### src/hw/rtl/qvr_pkg.sv
package qvr_pkg;

	localparam int DataW = 16;
	localparam int NumW  = 53;
	localparam int DenW  = 35;
	localparam int QuoW  = 17;

	typedef logic signed [DataW-1:0] data_t;

	typedef struct packed {
		logic [2:0][NumW-1:0] num;
		logic [DenW-1:0]      den;
		logic [2:0]           neg;
		logic                 err;
	} qvr_word_t;

	typedef struct packed {
		logic full;
		logic empty;
	} qvr_fifo_stat_t;

endpackage

### src/hw/rtl/qvr_fifo.sv
module qvr_fifo (
	input  logic                  clk,
	input  logic                  arst_n,
	input  logic                  push,
	input  qvr_pkg::qvr_word_t    push_word,
	output logic                  pop_valid,
	output qvr_pkg::qvr_word_t    pop_word,
	output qvr_pkg::qvr_fifo_stat_t stat
);
	import qvr_pkg::*;

	qvr_word_t mem_q [2];
	logic [1:0] vld_q;
	logic wr_q, rd_q;

	always_ff @(posedge clk or negedge arst_n) begin
		if (!arst_n) begin
			vld_q <= '0;
			wr_q  <= 1'b0;
			rd_q  <= 1'b0;
		end else begin
			if (vld_q[rd_q]) begin
				vld_q[rd_q] <= 1'b0;
				rd_q        <= ~rd_q;
			end
			if (push) begin
				vld_q[wr_q] <= 1'b1;
				wr_q        <= ~wr_q;
			end
		end
	end

	always_ff @(posedge clk) begin
		if (push) begin
			mem_q[wr_q] <= push_word;
		end
	end

	assign pop_valid  = vld_q[rd_q];
	assign pop_word   = mem_q[rd_q];
	assign stat.full  = &vld_q;
	assign stat.empty = ~|vld_q;

endmodule

### config.mk
export PLATFORM = sky130hd
export DESIGN_NAME = qvr_fifo
export DESIGN_NICKNAME = d
export VERILOG_FILES = /design/src/hw/rtl/qvr_pkg.sv /design/src/hw/rtl/qvr_fifo.sv
export SDC_FILE = /design/constraint.sdc
export NUM_CORES = 1
export LEC_CHECK = 0
export ABC_AREA = 1
export BUFFER_PORTS_ARGS = -buffer_cell sky130_fd_sc_hd__buf_2
export CAP_MARGIN = 40
export CORE_ASPECT_RATIO = 1.75
export CORE_MARGIN = 8
export CORE_UTILIZATION = 35
export DETAILED_ROUTE_END_ITERATION = 8
export PLACE_DENSITY_LB_ADDON = 0.08
export SLEW_MARGIN = 20
export SYNTH_ARGS = -nofsm -noshare
export SYNTH_HDL_FRONTEND = slang
export SYNTH_SLANG_ARGS = --single-unit
### constraint.sdc
create_clock -name clk -period 7.55 [get_ports clk]
set_input_delay 0.755 -clock clk [delete_from_list [all_inputs] [get_ports clk]]
set_output_delay 0.755 -clock clk [all_outputs]
set_load 0.05 [all_outputs]
==> impl_metrics.env, run 1 <==
export IMPL_hold_ws_ns=0.0423
export IMPL_first_iter_violations=469
export IMPL_cts_resized=0
export IMPL_drive_above_1_share=0.317
export IMPL_drv_cap=0
export IMPL_port_buffers=401
export IMPL_fin_ws_ns=3.44
export IMPL_wl_um=39000
export IMPL_gr_total_overflow=0
export IMPL_grt_pass1_vias=9274
export IMPL_insertion_delay_ns=0.52
export IMPL_coreArea_um2=41400
export IMPL_yosys_top_cells_area="edfxtp_1 (82%), nand2_1 (16%), buf_2 (1.2%)"
export IMPL_htree_num_levels=2
export IMPL_syn_nets=1261
export IMPL_die_h_um=286
export IMPL_hp_class="input port to async pin"
export IMPL_hold_violations=0
export IMPL_critPathLaunchType="flip-flop"
export IMPL_cts_sinks=400
export IMPL_grtUsageTotal=0.155
export IMPL_dp_slack_ns=3.91
export IMPL_max_freq_ghz=0.243
export IMPL_period_minus_slack_ns=4.11
export IMPL_crit_path_end_kind="primary output"
export IMPL_route_detailed_drc=0
export IMPL_ff_latch_area_um2=12000
export IMPL_wl_per_cell_um=19.0
export IMPL_cts_tree="done"
export IMPL_yosysSeqAreaShare=0.824
export IMPL_setup_viol=0
export IMPL_antenna_found_initial=11
export IMPL_irDropWorstVdd_mv=0.323
export IMPL_die_w_um=170
export IMPL_synth_area_leader_cell="edfxtp_1"
export IMPL_max_slew_margin_rel=0.440
export IMPL_clock_skew_ns=0.00891
export IMPL_ys_warn_count=0
export IMPL_dp_hpwl_um=25900
export IMPL_tightest_slew_ns=0.839
export IMPL_initial_core_util=0.352
export IMPL_power_total_mw=7.89
export IMPL_crit_arrival_ns=3.36
export IMPL_grt_first_pass_wirelength_um=56500
export IMPL_post_cts_buffers=0
export IMPL_leakage_nw=7.92
export IMPL_cp_required_ns=6.80
export IMPL_setup_tns_ns=0
export IMPL_drtAntennaViolNets=0
export IMPL_grt_max_degree=158
export IMPL_gp_congestion=0.754
export IMPL_firstDrtPassIters=6
export IMPL_path_max_fanout=67
export IMPL_fin_nets=1670
export IMPL_multiInputGateArea_um2=2290
export IMPL_syn_inst=1060
export IMPL_postCtsHoldBufs=0
export IMPL_postSynthAreaPerCell_um2=13.7
export IMPL_rsz0062_at_grt="no"
export IMPL_outcome="finished, final reports clean"
export IMPL_synth_cell_types=8
export IMPL_clockRootBuffer="clkbuf_16"
export IMPL_slew_viol_final=0
export IMPL_num_rows=99
export IMPL_cts_buffer_depth=3
export IMPL_io_pins=402
export IMPL_area_growth_pct=27.0
export IMPL_cts_clk_slew_worst_paths_ns=0.06
export IMPL_nFillCells=3944
export IMPL_crit_type="flip-flop to primary output"
export IMPL_synth_area_um2=14500
export IMPL_dr_total_vias=9085
export IMPL_fin_crit_sh=0.545
export IMPL_cts_buffers=38
export IMPL_via_per_inst=4.42
export IMPL_die_area_um2=48600
export IMPL_ys_ff_latch=400
export IMPL_powerDensity_nw_per_um2=427
export IMPL_yosys_area_top_type_share=0.817
[logic make-up (layout without fill, tap and decap cells)]
family,after synthesis,count (layout),synth area share
flip-flops,400,400,0.824
other,0,6,0
buffers and inverters,51,485,0.0185
AND/OR/NAND/NOR,609,609,0.157
[worst max-delay path: stages (launching register included)]
cell and delay [ns]:
dfrtp_4 0.71, inv_6 0.52, buf_16 0.30, buf_4 0.38, buf_16 0.27, nand2_1 0.08
nand2_1 0.11, buf_2 0.28
[area by class of cell]
class,count,share of cell area
clock buffers,47,0.0573
clock inverters,18,0.00880
flip-flops and latches,400,0.649
diodes,6,0.000812
well taps,555,0.0376
inverters,7,0.00251
multi-input cells,609,0.124
repair buffers,413,0.120
[synth_stat cells]
master / instances
nand2_1: 608
buf_4: 9
inv_2: 1
nor2_1: 1
edfxtp_1: 396
inv_1: 6
dfrtp_1: 4
buf_2: 35
[placed cells by master, fill, tap and decap left out]
cell | synthesis | final
diode_2 | 0 | 6
inv_1 | 6 | 4
clkinv_1 | 0 | 4
clkbuf_8 | 0 | 1
buf_12 | 0 | 2
clkbuf_16 | 0 | 41
clkinv_2 | 0 | 10
nor2_1 | 1 | 1
dfrtp_4 | 0 | 1
buf_2 | 35 | 401
nand2_1 | 608 | 608
clkbuf_1 | 0 | 5
bufinv_16 | 0 | 3
buf_4 | 9 | 5
clkinvlp_4 | 0 | 1
inv_6 | 0 | 1
buf_16 | 0 | 5
inv_8 | 0 | 2
edfxtp_1 | 396 | 396
dfrtp_1 | 4 | 3
[per-layer routing]
layer | global-route usage | vias up | share of wire
met2 | 0.271 | 317 | 0.51
met3 | 0.0584 | 75 | 0.096
li1 | - | 4400 | -
met1 | 0.167 | 4279 | 0.37
met4 | 0.0568 | 14 | 0.028
met5 | 0 | - | 0.0024
[power breakdown]
group          internal (mW)  leakage [nW]  total [mW]  switching (mW)
logic                  0.607          3.55        3.28            2.68
clock network           1.10         0.606        1.88           0.790
registers               2.64          3.76        2.72          0.0854
[registers in the layout, summed over array words and instances, names as in the netlist]
signal and cells:
rd_q 1, mem_q 396, wr_q 1, vld_q 2
[path summary, 6_finish.rpt]
path / start / slack (ns) / cells past startpoint / endpoint
worst min register to register: wr_q$_DFFE_PN0P_ / 0.52 / 2 / wr_q$_DFFE_PN0P_
worst max-delay path: rd_q$_DFFE_PN0P_ / 3.44 / 7 / pop_word[75]
max in group asynchronous: arst_n / 7.36 / 1 / rd_q$_DFFE_PN0P_
worst max register to register: rd_q$_DFFE_PN0P_ / 4.98 / 6 / vld_q[1]$_DFF_PN0_
min in group clk: push_word[9] / 0.42 / 1 / mem_q[1][9]$_DFFE_PP_
worst min-delay path: arst_n / 0.04 / 1 / rd_q$_DFFE_PN0P_
[through the flow]
stage	area, µm²	utilization	instances
2_1_floorplan	14500	-	1060
3_3_place_gp	17100	0.413	1978
3_5_place_dp	17200	0.417	1984
4_1_cts	18500	0.446	2049
5_1_grt	18500	0.447	2052
6_report	18500	0.447	2055
Note: power is estimated with default switching activity, not from simulation.
==> run 2, diff against run 1 <==
--- a/config.mk
+++ b/config.mk
@@ -5,7 +5,7 @@
 export SDC_FILE = /design/constraint.sdc
 export NUM_CORES = 1
 export LEC_CHECK = 0
-export ABC_AREA = 1
+export ABC_AREA = 0
 export BUFFER_PORTS_ARGS = -buffer_cell sky130_fd_sc_hd__buf_2
 export CAP_MARGIN = 40
 export CORE_ASPECT_RATIO = 1.75
==> constraint.sdc (replaced) <==
create_clock -name clk -period 3.3 [get_ports clk]
set_input_delay 0.33 -clock clk [delete_from_list [all_inputs] [get_ports clk]]
set_output_delay 0.33 -clock clk [all_outputs]
set_load 0.05 [all_outputs]
==> run 2 against run 1 <==
Sequential share of layout area down 8.0 points. First-iteration DRC count shrank 43%. Sequential power grew to 2.6 times the previous value. Synthesized area is 4.2% higher. Power rose to 2.5 times the previous value. Clock-buffer cell count grew 2. Worst hold slack improved by 0.12 ns. Utilization rose by 4.3 points. Non-clock buffer count increased by 201. Die area rose by 3.9%. Critical path depth fell by 4. Setup slack got worse by 2.7 ns. Highest routed layer unchanged.
==> impl_metrics.env, run 2 <==
export IMPL_synth_cell_types=14
export IMPL_cts_buffers=39
export IMPL_rsz0062_at_grt="no"
export IMPL_first_iter_violations=266
export IMPL_crit_path_end_kind="primary output"
export IMPL_drv_cap=0
export IMPL_wl_um=37900
export IMPL_outcome="finished, final reports clean"
export IMPL_crit_arrival_ns=2.27
export IMPL_syn_inst=632
export IMPL_tightest_slew_ns=0.683
export IMPL_route_detailed_drc=0
export IMPL_fin_crit_sh=0.788
export IMPL_yosys_area_top_type_share=0.784
export IMPL_synthFlopType="edfxtp_1"
export IMPL_syn_nets=833
export IMPL_num_rows=101
export IMPL_irDropWorstVdd_mv=0.555
export IMPL_powerDensity_nw_per_um2=944
export IMPL_io_pins=402
export IMPL_port_buffers=401
export IMPL_initial_core_util=0.352
export IMPL_hold_violations=0
export IMPL_crit_type="flip-flop to primary output"
export IMPL_worstReg2RegStart="wr_q$_DFFE_PN0P_"
export IMPL_area_growth_pct=39.1
export IMPL_critPathLaunchType="flip-flop"
export IMPL_die_h_um=291
export IMPL_top_regs="mem_q x396, vld_q x2"
export IMPL_cts_tree="done"
export IMPL_mostFrequentLayoutCell="buf_2"
export IMPL_dr_total_vias=8181
export IMPL_die_w_um=173
export IMPL_grt_max_degree=87
export IMPL_fin_nets=1465
export IMPL_path_max_fanout=52
export IMPL_final_cell_mix="buf_2 (401), edfxtp_1 (396), dlygate4sd3_1 (200)"
export IMPL_antenna_found_initial=3
export IMPL_via_per_inst=4.40
export IMPL_slew_viol_final=0
export IMPL_drtAntennaViolNets=0
export IMPL_grt_first_pass_wirelength_um=56600
export IMPL_post_cts_buffers=0
export IMPL_htree_num_levels=2
export IMPL_clock_skew_ns=0.0121
export IMPL_synthTopCellsByCount="edfxtp_1 (396), mux2_4 (166), mux2_2 (33)"
export IMPL_postSynthAreaPerCell_um2=24.0
export IMPL_async_flop_share=0.0100
export IMPL_yosysSeqAreaShare=0.791
export IMPL_gr_total_overflow=0
export IMPL_clockRootBuffer="clkbuf_16"
export IMPL_startpoint="rd_q$_DFFE_PN0P_"
export IMPL_hp_class="input port to async pin"
export IMPL_setup_viol=0
export IMPL_dp_hpwl_um=26400
export IMPL_cp_required_ns=2.97
export IMPL_coreArea_um2=43100
export IMPL_cts_buffer_depth=3
export IMPL_ys_warn_count=0
export IMPL_wl_per_cell_um=20.4
export IMPL_leakage_nw=8.48
export IMPL_grtUsageTotal=0.146
export IMPL_dp_slack_ns=1.21
export IMPL_max_freq_ghz=0.385
export IMPL_power_total_mw=19.9
export IMPL_largest_reg_flops=396
export IMPL_fin_ws_ns=0.700
export IMPL_max_slew_margin_rel=0.545
export IMPL_cts_clk_slew_worst_paths_ns=0.06
export IMPL_drive_above_1_share=0.519
export IMPL_gp_congestion=0.718
export IMPL_yosysMostFrequentCell="edfxtp_1"
export IMPL_regMostFlops="mem_q"
export IMPL_ys_ff_latch=400
export IMPL_cts_sinks=400
export IMPL_synth_area_um2=15200
export IMPL_synth_area_leader_cell="edfxtp_1"
export IMPL_period_minus_slack_ns=2.60
export IMPL_insertion_delay_ns=0.53
export IMPL_die_area_um2=50500
export IMPL_yosys_top_cells_area="edfxtp_1 (78%), mux2_4 (16%), mux2_2 (2.5%)"
export IMPL_grt_pass1_vias=9238
export IMPL_synth_edf_count=396
export IMPL_firstDrtPassIters=4
## run 2: cell count changes after synthesis, moves of 5 or more
cell | before | now
buf_2 | 35 | 3
buf_4 | 9 | 0
buf_6 | 0 | 19
inv_1 | 6 | 1
mux2_2 | 0 | 33
mux2_4 | 0 | 166
nand2_1 | 608 | 0
## run 2: power by group
| part | switching, mW | internal [mW] | leakage (nW) | total [mW] |
|---|---|---|---|---|
| sequential | 0.305 | 6.74 | 3.76 | 7.04 |
| combinational | 5.79 | 2.66 | 4.10 | 8.45 |
| clock | 1.82 | 2.58 | 0.614 | 4.40 |
| total | 7.92 | 12.0 | 8.48 | 19.9 |
## run 2: final cells by class
class                      count  area [µm²]
fill                        3775       22000
clock buffer                  49        1060
inverter                       1        3.75
tap                          566         708
multi-input combinational    208        2930
clock inverter                20         194
antenna                        1        2.50
sequential                   400       12000
timing repair buffer         614        4190
## run 2: final timing paths
path / endpoint / slack, ns / cells after the start
max in group asynchronous: rd_q$_DFFE_PN0P_ / 3.00 / 2
worst min register to register: wr_q$_DFFE_PN0P_ / 0.55 / 1
min in group clk: mem_q[1][2]$_DFFE_PP_ / 0.53 / 2
worst min-delay path: rd_q$_DFFE_PN0P_ / 0.16 / 2
worst max register to register: mem_q[1][51]$_DFFE_PP_ / 1.46 / 2
worst max-delay path: pop_word[74] / 0.70 / 3
## run 2: repair_timing
action | 4_1_cts | 5_1_grt
resized for setup | 0 | 0
hold buffers | 200 | 0
endpoints found under the hold margin | 400 | 0
setup endpoints to repair | 0 | 0
## run 2: logic make-up (layout without fill, tap and decap cells)
| family | after synthesis | after routing | synth area share |
|---|---|---|---|
| flops | 400 | 400 | 0.791 |
| mux | 199 | 199 | 0.189 |
| buf+inv | 24 | 684 | 0.0163 |
| simple gates | 5 | 5 | 0.00173 |
| compound gates | 3 | 3 | 0.00132 |
| xor+xnor | 1 | 1 | 0.000578 |
| other cells | 0 | 1 | 0 |
## run 2: metrics by stage
| step | hold WS [ns] | TNS, ns | utilization | cells | area [µm²] |
|---|---|---|---|---|---|
| 6_report | 0.164 | 0 | 0.489 | 1859 | 21100 |
| 5_1_grt | 0.153 | 0 | 0.489 | 1859 | 21100 |
| 4_1_cts | 0.122 | 0 | 0.489 | 1858 | 21100 |
| 3_5_place_dp | 0.143 | 0 | 0.414 | 1589 | 17800 |
| 3_3_place_gp | 0.140 | 0 | 0.414 | 1589 | 17800 |
| 2_1_floorplan | 0.0344 | -102.21 | - | 632 | 15200 |
## run 2: layer usage
layer	part of all wire	routed length (µm)	track usage	vias up
li1	-	-	-	3783
met1	0.34	13000	0.141	4022
met2	0.55	20900	0.281	292
met3	0.070	2660	0.0450	80
met4	0.035	1340	0.0593	4
met5	0.00071	27	0	-
## run 2: worst max-delay path: stages (launching register included)
cell	delay [ns]
dfrtp_4	0.70
buf_12	0.39
mux2_4	0.34
buf_2	0.22
==> run 3, diff against run 2 <==
--- a/config.mk
+++ b/config.mk
@@ -5,7 +5,7 @@
 export SDC_FILE = /design/constraint.sdc
 export NUM_CORES = 1
 export LEC_CHECK = 0
-export ABC_AREA = 0
+export ABC_AREA = 1
 export BUFFER_PORTS_ARGS = -buffer_cell sky130_fd_sc_hd__buf_2
 export CAP_MARGIN = 40
 export CORE_ASPECT_RATIO = 1.75
==> constraint.sdc (replaced) <==
create_clock -name clk -period 2.38 [get_ports clk]
set_input_delay 0.238 -clock clk [delete_from_list [all_inputs] [get_ports clk]]
set_output_delay 0.238 -clock clk [all_outputs]
set_load 0.05 [all_outputs]
==> run 3 against run 2 <==
Global-route usage is 1.6 points higher. Via count up 21%. Clock power increased by 39%. Highest routed layer is now met4. Critical path type unchanged. Critical path depth is 1 higher. Non-clock buffer count increased by 8. Clock-buffer cell count increased by 1. Sequential share of layout area is 1.1 points higher. Largest cell class unchanged. Flip-flop and latch count did not move. Register-to-register slack worse by 0.72 ns. Setup slack got worse by 0.58 ns.
==> impl_metrics.env, run 3 (same netlist as run 1, synthesis figures left out) <==
export IMPL_crit_arrival_ns=2.02
export IMPL_rsz0062_at_grt="yes"
export IMPL_leakage_nw=8.83
export IMPL_final_util=0.500
export IMPL_wl_per_cell_um=17.8
export IMPL_path_max_fanout=52
export IMPL_drive_above_1_share=0.282
export IMPL_max_slew_margin_rel=0.491
export IMPL_via_per_inst=4.39
export IMPL_drtAntennaViolNets=0
export IMPL_clockRootBuffer="clkbuf_16"
export IMPL_die_w_um=170
export IMPL_nFillCells=3695
export IMPL_die_area_um2=48600
export IMPL_gp_congestion=0.761
export IMPL_grtUsageTotal=0.163
export IMPL_num_rows=99
export IMPL_largest_reg_flops=396
export IMPL_dp_slack_ns=0.406
export IMPL_fin_crit_sh=0.951
export IMPL_route_detailed_drc=0
export IMPL_io_pins=402
export IMPL_gr_total_overflow=0
export IMPL_top_regs="mem_q x396, vld_q x2"
export IMPL_cts_sinks=400
export IMPL_hold_violations=0
export IMPL_internal_power_mw=14.4
export IMPL_clock_skew_ns=0.00869
export IMPL_setup_viol=0
export IMPL_cts_tree="done"
export IMPL_outcome="finished, final reports clean"
export IMPL_switching_share=0.443
export IMPL_tightest_slew_ns=0.764
export IMPL_period_minus_slack_ns=2.26
export IMPL_power_total_mw=25.8
export IMPL_insertion_delay_ns=0.52
export IMPL_crit_type="flip-flop to primary output"
export IMPL_drv_cap=0
export IMPL_seq_power_share=0.331
export IMPL_die_h_um=286
export IMPL_coreArea_um2=41400
export IMPL_dp_hpwl_um=26700
export IMPL_cts_clk_slew_worst_paths_ns=0.06
export IMPL_grt_first_pass_wirelength_um=61200
export IMPL_cts_buffers=38
export IMPL_dr_total_vias=9938
export IMPL_area_growth_pct=42.2
export IMPL_powerDensity_nw_per_um2=1250
export IMPL_cts_buffer_depth=3
export IMPL_initial_core_util=0.352
export IMPL_fin_ws_ns=0.118
export IMPL_dp_cells=1990
export IMPL_first_iter_violations=432
export IMPL_setup_tns_ns=0
export IMPL_combinationalPowerShare=0.431
export IMPL_final_cell_mix="nand2_1 (607), buf_2 (396), edfxtp_1 (396)"
export IMPL_critPathLaunchType="flip-flop"
export IMPL_port_buffers=401
export IMPL_hp_class="input port to async pin"
export IMPL_slew_viol_final=0
export IMPL_power_switching_mw=11.4
export IMPL_clock_power_share=0.237
export IMPL_antenna_found_initial=1
export IMPL_fin_nets=1879
export IMPL_irDropWorstVdd_mv=0.886
export IMPL_firstDrtPassIters=5
export IMPL_mostFrequentLayoutCell="nand2_1"
export IMPL_grt_pass1_vias=10700
export IMPL_cp_required_ns=2.14
export IMPL_crit_path_end_kind="primary output"
export IMPL_max_freq_ghz=0.442
export IMPL_layout_cells_non_filler=2263
export IMPL_htree_num_levels=2
export IMPL_regMostFlops="mem_q"
export IMPL_wl_um=40300
export IMPL_grt_max_degree=92
-- run 3: cell types whose count changed in the layout (fill, tap and decap cells not counted), moves of 4 or more --
cell | before | now
nand2_1 | 0 | 607
mux2_4 | 166 | 0
mux2_2 | 33 | 0
buf_2 | 401 | 396
clkbuf_4 | 0 | 5
buf_12 | 7 | 11
clkinvlp_4 | 1 | 5
-- run 3: layout make-up --
cell class	instances	area, µm²	share of cell area
Antenna cell	1	2.50	0.000121
Clock buffer	50	1080	0.0522
Clock inverter	19	194	0.00938
Inverter	7	50.0	0.00242
Multi-Input combinational cell	609	2290	0.111
Sequential cell	400	12000	0.580
Tap cell	555	694	0.0336
Timing Repair Buffer	622	4380	0.212
-- run 3: path summary, 6_finish.rpt --
check / cells past startpoint / start / slack [ns] / endpoint
setup / recovery: 4 / rd_q$_DFFE_PN0P_ / 0.12 / pop_word[84]
hold / removal: 2 / arst_n / 0.05 / wr_q$_DFFE_PN0P_
min in group clk: 2 / push_word[194] / 0.44 / mem_q[1][194]$_DFFE_PP_
setup reg to reg: 3 / wr_q$_DFFE_PN0P_ / 0.74 / mem_q[1][38]$_DFFE_PP_
hold reg to reg: 2 / wr_q$_DFFE_PN0P_ / 0.51 / wr_q$_DFFE_PN0P_
max in group asynchronous: 2 / arst_n / 2.18 / rd_q$_DFFE_PN0P_
-- run 3: worst max-delay path, stage by stage (launching register included) --
cell       delay [ns]
dfrtp_4          0.58
bufbuf_16        0.46
nand2_1          0.08
nand2_1          0.07
buf_2            0.28
-- run 3: power by group through the flow --
stage	clock network, mW	registers, mW	logic, mW
after global routing	6.56	8.61	11.9
final	6.13	8.56	11.1
after detailed placement	0	8.72	10.9
after CTS	6.35	8.57	11.4
after global placement	0	8.71	10.9
after floorplan	0	8.68	7.84
-- run 3: through the flow --
step	area (µm²)	hold slack (ns)
5_1_grt	20700	0.0407
3_5_place_dp	17300	0.0594
6_report	20700	0.0518
3_3_place_gp	17300	0.0601
2_1_floorplan	14600	-0.0576
4_1_cts	20700	0.0231
-- run 3: timing repair --
| action | CTS | global route |
|---|---|---|
| gates resized for setup | 5 | 5 |
| setup buffers | 2 | 0 |
| hold buffers | 200 | 0 |
| endpoints found under the setup margin | 183 | 6 |
| gates cloned | 1 | 0 |
| pin swaps | 0 | 0 |
| endpoints found under the hold margin | 402 | 0 |
-- run 3: routing by layer --
metal	GRT usage	wire length, µm
met1	0.178	15100
met2	0.298	21200
met3	0.0449	3010
met4	0.0513	1040
met5	0	0
